<file path="config.mk">
export PLATFORM = sky130hd
export DESIGN_NAME = bxiou_divider
export DESIGN_NICKNAME = d
export VERILOG_FILES = /design/src/bxiou_pkg.sv /design/src/bxiou_divider.sv
export SDC_FILE = /design/constraint.sdc
export NUM_CORES = 2
export LEC_CHECK = 0
export ABC_CLOCK_PERIOD_IN_PS = 6400
export BUFFER_PORTS_ARGS = -buffer_cell sky130_fd_sc_hd__buf_4
export CORE_AREA = 2 2 433 478
export DETAILED_ROUTE_END_ITERATION = 10
export DIE_AREA = 0 0 435 480
export GPL_TIMING_DRIVEN = 0
export PLACE_DENSITY = 0.69
export SYNTH_ARGS = -nofsm -noshare
export SYNTH_HDL_FRONTEND = slang
export SYNTH_SLANG_ARGS = --single-unit
</file>
<file path="constraint.sdc">
create_clock -name clock -period 6.4 [get_ports clock]
set_input_delay 0.32 -clock clock [delete_from_list [all_inputs] [get_ports clock]]
set_output_delay 0.32 -clock clock [all_outputs]
set_load 0.02 [all_outputs]
</file>
<file path="src/bxiou_pkg.sv">
// Package for the box IoU block: widths, item field types, stage tag type,
// register indexes and the edge helper functions.
// No dependencies.
`default_nettype none

package bxiou_pkg;

   localparam int COORD_WIDTH     = 16;
   localparam int COORD_FRAC_BITS = 4;
   localparam int IOU_FRAC_BITS   = 16;

   localparam int IOU_WIDTH   = IOU_FRAC_BITS + 1;
   // edges in half-LSB units: 2*center +/- size
   localparam int EDGE_W      = COORD_WIDTH + 3;
   localparam int EXT_W       = COORD_WIDTH + 5;
   localparam int PROD_W      = 2 * EXT_W;
   localparam int AREA_W      = 2 * EXT_W - 2;
   localparam int DIV_W       = AREA_W + 1;
   localparam int CSR_INDEX_W = 3;

   typedef logic [COORD_WIDTH-1:0] coord_type;
   typedef logic [IOU_WIDTH-1:0]   iou_type;

   localparam iou_type IOU_FULL = {1'b1, {IOU_FRAC_BITS{1'b0}}};
   localparam logic signed [EXT_W-1:0] ONE_EXT = EXT_W'(2 ** (COORD_FRAC_BITS + 1));

   typedef enum logic [CSR_INDEX_W-1:0] {
      CSR_REF_X0,
      CSR_REF_Y0,
      CSR_REF_X1,
      CSR_REF_Y1,
      CSR_CENTER_MODE
   } csr_index_type;

   typedef struct packed {
      logic signed [EDGE_W-1:0] left;
      logic signed [EDGE_W-1:0] top;
      logic signed [EDGE_W-1:0] right;
      logic signed [EDGE_W-1:0] bottom;
   } edges_type;

   typedef struct packed {
      logic valid;
      logic bad;
      logic sat;
      logic last;
   } tag_type;

   function automatic edges_type box_edges(coord_type a, coord_type b, coord_type c,
                                           coord_type d, logic center);
      logic signed [EDGE_W-1:0] a2;
      logic signed [EDGE_W-1:0] b2;
      logic signed [EDGE_W-1:0] c2;
      logic signed [EDGE_W-1:0] d2;
      logic signed [EDGE_W-1:0] c1;
      logic signed [EDGE_W-1:0] d1;
      edges_type e;
      a2 = signed'({2'b00, a, 1'b0});
      b2 = signed'({2'b00, b, 1'b0});
      c2 = signed'({2'b00, c, 1'b0});
      d2 = signed'({2'b00, d, 1'b0});
      c1 = signed'({3'b000, c});
      d1 = signed'({3'b000, d});
      if (center) begin
         e.left   = a2 - c1;
         e.right  = a2 + c1;
         e.top    = b2 - d1;
         e.bottom = b2 + d1;
      end else begin
         e.left   = a2;
         e.top    = b2;
         e.right  = c2;
         e.bottom = d2;
      end
      return e;
   endfunction

   function automatic logic signed [EXT_W-1:0] ext(logic signed [EDGE_W-1:0] v);
      return {{(EXT_W - EDGE_W){v[EDGE_W-1]}}, v};
   endfunction

endpackage

`default_nettype wire

</file>
<file path="src/bxiou_divider.sv">
// Pipelined restoring divider: one quotient bit per stage, then round to
// nearest (ties up), cap at 1.0 and apply the saturate / bad-union flags.
// Depends on bxiou_pkg.
`default_nettype none

module bxiou_divider import bxiou_pkg::*; (
   input  wire logic             clock,
   input  wire logic             reset,
   input  wire logic             en,
   input  wire tag_type          in_tag,
   input  wire logic [DIV_W-1:0] in_rem,
   input  wire logic [DIV_W-1:0] in_dvsr,
   output tag_type               out_tag,
   output iou_type               out_iou
);

   tag_type                  tag_ff  [0:IOU_FRAC_BITS-1];
   logic [DIV_W-1:0]         rem_ff  [0:IOU_FRAC_BITS-1];
   logic [DIV_W-1:0]         dvsr_ff [0:IOU_FRAC_BITS-1];
   logic [IOU_FRAC_BITS-1:0] q_ff    [0:IOU_FRAC_BITS-1];

   for (genvar i = 0; i < IOU_FRAC_BITS; i++) begin : g_step
      tag_type                  tag_prev;
      logic [DIV_W-1:0]         rem_prev;
      logic [DIV_W-1:0]         dvsr_prev;
      logic [IOU_FRAC_BITS-1:0] q_prev;
      logic [DIV_W-1:0]         rem_sh;
      logic                     take;
      logic [DIV_W-1:0]         rem_in;
      logic [IOU_FRAC_BITS-1:0] q_in;

      if (i == 0) begin : g_first
         assign tag_prev  = in_tag;
         assign rem_prev  = in_rem;
         assign dvsr_prev = in_dvsr;
         assign q_prev    = '0;
      end else begin : g_next
         assign tag_prev  = tag_ff[i-1];
         assign rem_prev  = rem_ff[i-1];
         assign dvsr_prev = dvsr_ff[i-1];
         assign q_prev    = q_ff[i-1];
      end

      always_comb begin
         rem_sh = {rem_prev[DIV_W-2:0], 1'b0};
         take   = rem_sh >= dvsr_prev;
         rem_in = take ? rem_sh - dvsr_prev : rem_sh;
         q_in   = {q_prev[IOU_FRAC_BITS-2:0], take};
      end

      always_ff @(posedge clock) begin
         if (reset) begin
            tag_ff[i] <= '0;
         end else if (en) begin
            tag_ff[i] <= tag_prev;
         end
         if (en) begin
            rem_ff[i]  <= rem_in;
            dvsr_ff[i] <= dvsr_prev;
            q_ff[i]    <= q_in;
         end
      end
   end

   logic    round_up;
   iou_type q_rnd;

   always_comb begin
      round_up = {rem_ff[IOU_FRAC_BITS-1], 1'b0} >= {1'b0, dvsr_ff[IOU_FRAC_BITS-1]};
      q_rnd    = {1'b0, q_ff[IOU_FRAC_BITS-1]} + IOU_WIDTH'(round_up);
      out_tag  = tag_ff[IOU_FRAC_BITS-1];
      if (out_tag.bad) begin
         out_iou = '0;
      end else if (out_tag.sat || q_rnd > IOU_FULL) begin
         out_iou = IOU_FULL;
      end else begin
         out_iou = q_rnd;
      end
   end

endmodule

`default_nettype wire

</file>
# Word-level counts from Yosys, hierarchy flattened
# Memory sizes are Yosys's and may differ from the RTL's.
# Index checks and enable logic that the tools add are counted.
# W data, S select, Z words.
[op_classes]
add_sub_neg = 17
reduce_logical = 1
n_bitwise = 16
n_eq_ne = 0
div = 0
shifts = 0
order_cmp = 18
multipliers = 0
mux = 40
[op_table]
columns = ["op", "count"]
rows = [
  ["$ge A41 B41 Y1", 16],
  ["$mux W41", 16],
  ["$sub A41 B41 Y41", 16],
  ["$mux W4", 16],
  ["$ge A42 B41 Y1", 1],
  ["$mux W17", 2],
  ["$add A16 B1 Y17", 1],
  ["$gt A17 B17 Y1 const B", 1],
  ["$or A1 B1 Y1", 16],
  ["$mux W1", 6],
  ["$logic_or A1 B1 Y1", 1],
]
[word_totals]
ramBits = 1632
input_bits = 89
latch_bits = 0
out_inout_bits = 21
elab_cells = 96
mem_bits_ro = 0
ff_bits = 0
memories = 4
[mem_list]
columns = ["name", "depth", "width", "read_ports", "rd_ports_with_merged_regs", "write_ports", "line", "text"]
rows = [
  ["dvsr_ff", 16, 41, 16, 0, 16, "bxiou_divider.sv:19", "logic [DIV_W-1:0] dvsr_ff [0:IOU_FRAC_BITS-1];"],
  ["rem_ff", 16, 41, 16, 0, 16, "bxiou_divider.sv:18", "logic [DIV_W-1:0] rem_ff [0:IOU_FRAC_BITS-1];"],
  ["q_ff", 16, 16, 16, 0, 16, "bxiou_divider.sv:20", "logic [IOU_FRAC_BITS-1:0] q_ff [0:IOU_FRAC_BITS-1];"],
  ["tag_ff", 16, 4, 16, 0, 16, "bxiou_divider.sv:17", "tag_type tag_ff [0:IOU_FRAC_BITS-1];"],
]

# Longest topological paths before layout
# An unclocked memory read counts as a cell.
[logic_depth]
word_depth = 7
depth_mapped = 25
ltp_nobuf = 23

# Least setup slack after synthesis
# Ideal clock, no wire load.
[synth_path]
path_kind = "reg-to-output"
from = "memory rem_ff[1][287] (netlist name)"
to = "output out_iou[10]"
path_stages_with_launch = 25
arrival_time_ns = 4.564
slack_ns = 1.516
t_required_ns = 6.080
n_path_buf = 2
cell_sequence = "edfxtp_1 ha_1 nor2b_1 o2111ai_1 a21boi_0 o21a_1 o21a_1 o21a_1 o211ai_1 o211ai_1 a21oi_1 o31ai_1 ha_1 nand3_1 nor3_1 nand3_1 nor2_1 and4_1 nand2_1 xor2_1 a31oi_1 or2_2 clkbuf_1 buf_2 nor2_1"
[synth_lines]
columns = ["element", "line", "text"]
rows = [
  ["from (decl)", "bxiou_divider.sv:18", ""],
  ["to (decl)", "bxiou_divider.sv:14", "output iou_type out_iou"],
]

==> flow_summary.rst <==
.. list-table::
   :header-rows: 1

   * - Metric
     - Value
   * - Setup WS post-layout
     - 433 ps
   * - Die height
     - 480 um
   * - RSZ-0062 raised after global routing
     - false
   * - Worst clock skew on the final layout
     - 32.5 ps
   * - Crit-path slowest cell
     - sky130_fd_sc_hd__a211oi_2
   * - Remaining routing DRC violations
     - 0
   * - Via density per instance
     - 5.60
   * - Slew at the pin closest to its max-slew limit
     - 1450 ps
   * - Leading cell types by count after synthesis
     - sky130_fd_sc_hd__edfxtp_1 (1497), sky130_fd_sc_hd__inv_1 (898), sky130_fd_sc_hd__a21oi_1 (746)
   * - R2R setup slack
     - 530 ps
   * - Share of the synthesized area in the top cell type
     - 0.493
   * - Cell mode on critical path
     - sky130_fd_sc_hd__nor2_1
   * - Startpoint of the worst hold path
     - en
   * - Setup TNS Final
     - 0 ps
   * - Later-pin clock latency in the skew report
     - 850 ps
   * - Worst flop-to-flop path endpoint
     - rem_ff[1][311]
   * - Hold Crit Class
     - in -> reg
   * - TritonCTS clock tree
     - yes
   * - CP arrival
     - 5650 ps
   * - Number of DRC markers in iteration 0
     - 4332
   * - Status
     - complete, but fails checks
   * - Vias in the first global route
     - 68.3k
   * - Pin count of the biggest net entering global routing
     - 201
   * - Most used DFF post-synth
     - sky130_fd_sc_hd__edfxtp_1
   * - Overall routed net length
     - 278000 um
   * - Post-layout minimum cycle time
     - 5970 ps
   * - Synth Instances
     - 8555
   * - HPWL reported at the end of detailed placement
     - 225000 um
   * - Post-layout nets
     - 9729
   * - Sequential-to-total area share from yosys stat
     - 0.493
   * - Worst setup SP type
     - register
   * - Post-synth design cell area
     - 91100 um2
   * - Number of flops mapped to enable cells by yosys
     - 1497
   * - GRT Overall Usage
     - 0.263
   * - Area growth, synth to finish
     - 12.1%
   * - Syn_area_per_cell
     - 10.7 um2
   * - Setup violations, final
     - 0
   * - WS Path Type
     - reg -> out
   * - Hold Fails Final Rpt
     - 0
   * - Worst reg2reg path startpoint
     - rem_ff[1][246]
   * - Critical Path Fanout Max
     - 10
   * - Total iterations of the first detailed-routing run
     - 6
   * - List of cells traversed by the critical path
     - ha_1, a21o_1, a21o_1, a21oi_1, nor2_1, a211oi_2, nor2_1, a211oi_2, o211ai_1, a21oi_2, o31ai_4, ha_4, xnor2_1, a31oi_1, nor4_2, nand4_1, nor3_1, a31oi_1, or2_4, buf_2, nor2_1, buf_4
   * - Number of cells in the finished layout apart from fillers
     - 11.8k
   * - Die width
     - 435 um
   * - PwrDens
     - 496 nW/um2
   * - Post-DR wirelength/cell
     - 23.6 um
   * - Starting density of the core
     - 0.447
   * - Max-cap violations
     - 1
   * - Total clock buffers created by CTS
     - 166
   * - Cell accounting for the most synthesized area
     - sky130_fd_sc_hd__edfxtp_1
   * - DRT antenna net count
     - 0
   * - Count of filler cells inserted in the layout
     - 18.4k
   * - Clk sink count
     - 1497
   * - Kind of end point of the critical path
     - primary output
   * - Data required time of the worst path
     - 6080 ps
   * - Number of vias in the routed layout
     - 66.1k
   * - Floorplan Core Area
     - 204000 um2
   * - Violated checks
     - capacitance limit
   * - Wire length of the first global-routing pass
     - 414000 um
   * - Number of cells on the worst reg-to-reg path
     - 13
   * - Relative max-transition margin
     - 0.00581
   * - Flip-flop and latch count after synthesis
     - 1497
   * - Yosys warning count
     - 0
   * - Final period utilization
     - 0.932
   * - Initial antenna violation count
     - 7
   * - DP Worst Slack
     - -113 ps
   * - Total gr overflow
     - 0
   * - Largest buffer count on any clock path
     - 3
   * - Static leakage
     - 42.7 nW
   * - Layout cell share with drive strength beyond 1
     - 0.0847
   * - Final Power
     - 50.7 mW
   * - Post-layout util
     - 0.501
   * - Top achievable clock speed
     - 0.168 GHz
   * - Most frequent cell after synthesis
     - sky130_fd_sc_hd__edfxtp_1
   * - Capture endpoint of the worst hold path
     - dvsr_ff[1][327]
   * - Port Buf Inserts
     - 108
   * - Dpl cells
     - 11.4k
   * - GPL Wtd Cong
     - 0.983
   * - Clock H-tree levels
     - 4
   * - Number of rows in the core area
     - 174
   * - Die area
     - 209000 um2
   * - Leading cell types by total area after synthesis
     - sky130_fd_sc_hd__edfxtp_1 (49%), sky130_fd_sc_hd__ha_1 (9.6%), sky130_fd_sc_hd__a21oi_1 (4.1%)
   * - Async set-reset flop share out of synthesis
     - 0
   * - Max incr delay on CP
     - 420 ps
   * - Maximum vdd drop
     - 244 uV
   * - Hold path depth
     - 1
   * - CTS root buffer
     - sky130_fd_sc_hd__clkbuf_16
   * - Post-synthesis net count
     - 9358
   * - CTS clock-pin slew for the worst setup and hold paths
     - 60 ps
   * - Top-Level Pins
     - 110
   * - Distinct cell type count after synthesis
     - 104
   * - Final Max Tran Viols
     - 0
timing repair:
action | in CTS | in global routing
hold buffers | 84 | 0
hold endpoints to repair | 85 | 0
setup endpoints to repair | 17 | 16
resized for setup | 13 | 5
pin swaps | 6 | 6
setup buffers | 1 | 1
registers in the layout, summed over array words and instances, names as in the netlist:
register / count
dvsr_ff: 656
rem_ff: 641
q_ff: 136
tag_ff: 64
per-layer routing:
metal / part of all wire / vias up / track usage
met1: 0.33 / 31842 / 0.246
met2: 0.55 / 1615 / 0.516
met4: 0.090 / 0 / 0.205
met3: 0.029 / 690 / 0.0292
met5: 0 / - / 0
li1: - / 31965 / -
critical path, delay by kind of cell (launching register included):
family	cells	cell delay [ps]
AOI/OAI and AO/OA	10	2210
xor gates and xnor gates	1	150
adders and majority gates	2	540
buffers and inverters	2	330
DFF	1	370
and+or+nand+nor	7	1180
cell families after synthesis:
| logic type | after synthesis | share of synthesized area |
|---|---|---|
| compound gates | 2395 | 0.167 |
| fa+ha+maj | 714 | 0.0993 |
| flops | 1497 | 0.493 |
| mux | 275 | 0.0343 |
| buf+inv | 1175 | 0.0501 |
| simple gates | 1926 | 0.101 |
| xor+xnor | 573 | 0.0551 |
cell type report:
type | instances | area (um2) | share of cell area
antenna | 8 | 20.0 | 0.000196
buffer | 272 | 1170 | 0.0115
clock buffer | 190 | 4270 | 0.0418
clock inverter | 114 | 1290 | 0.0126
inverter | 902 | 3390 | 0.0332
multi-input combinational | 5883 | 41700 | 0.409
sequential | 1497 | 45000 | 0.440
tap | 2728 | 3410 | 0.0334
timing repair buffer | 204 | 1920 | 0.0188
report_power, final:
part	internal [mW]	switching (mW)	total (mW)
registers	14.3	1.67	16.0
clock network	5.71	4.14	9.85
logic	9.58	15.3	24.8
cells in the final DEF, fill, tap and decap left out, types with 86 or more instances in the layout:
master	instances
sky130_fd_sc_hd__a21oi_1	745
sky130_fd_sc_hd__nor2_1	479
sky130_fd_sc_hd__xnor2_1	332
sky130_fd_sc_hd__nand2_1	605
sky130_fd_sc_hd__a31oi_1	101
sky130_fd_sc_hd__mux2_2	234
sky130_fd_sc_hd__nor3_1	94
sky130_fd_sc_hd__edfxtp_1	1497
sky130_fd_sc_hd__nor2b_1	86
sky130_fd_sc_hd__o21ai_0	515
sky130_fd_sc_hd__and2_1	101
sky130_fd_sc_hd__clkbuf_1	231
sky130_fd_sc_hd__clkbuf_16	167
sky130_fd_sc_hd__buf_4	123
sky130_fd_sc_hd__ha_1	696
sky130_fd_sc_hd__nand4_1	148
sky130_fd_sc_hd__inv_1	898
sky130_fd_sc_hd__o21bai_1	104
sky130_fd_sc_hd__a21o_1	446
sky130_fd_sc_hd__xor2_1	241
sky130_fd_sc_hd__nand3_1	136
worst max path at each step:
stage | from | endpoint | slack (ps)
3_3_place_gp | en | tag_ff[1][5] | -8980
3_5_place_dp | rem_ff[1][297] | out_iou[11] | -110
2_1_floorplan | rem_ff[1][287] | out_iou[10] | 1520
6_report | rem_ff[1][297] | out_iou[11] | 430
4_1_cts | rem_ff[1][297] | out_iou[11] | 20
5_1_grt | rem_ff[1][297] | out_iou[6] | 60
through the flow:
| stage | instance area, um2 | hold WS, ps |
|---|---|---|
| 6_report | 102000 | 31.7 |
| 5_1_grt | 102000 | 63.1 |
| 4_1_cts | 102000 | 52.0 |
| 3_5_place_dp | 95600 | 405 |
| 3_3_place_gp | 95400 | 401 |
| 2_1_floorplan | 91100 | 400 |
Power figures use the tool's default switching activity.
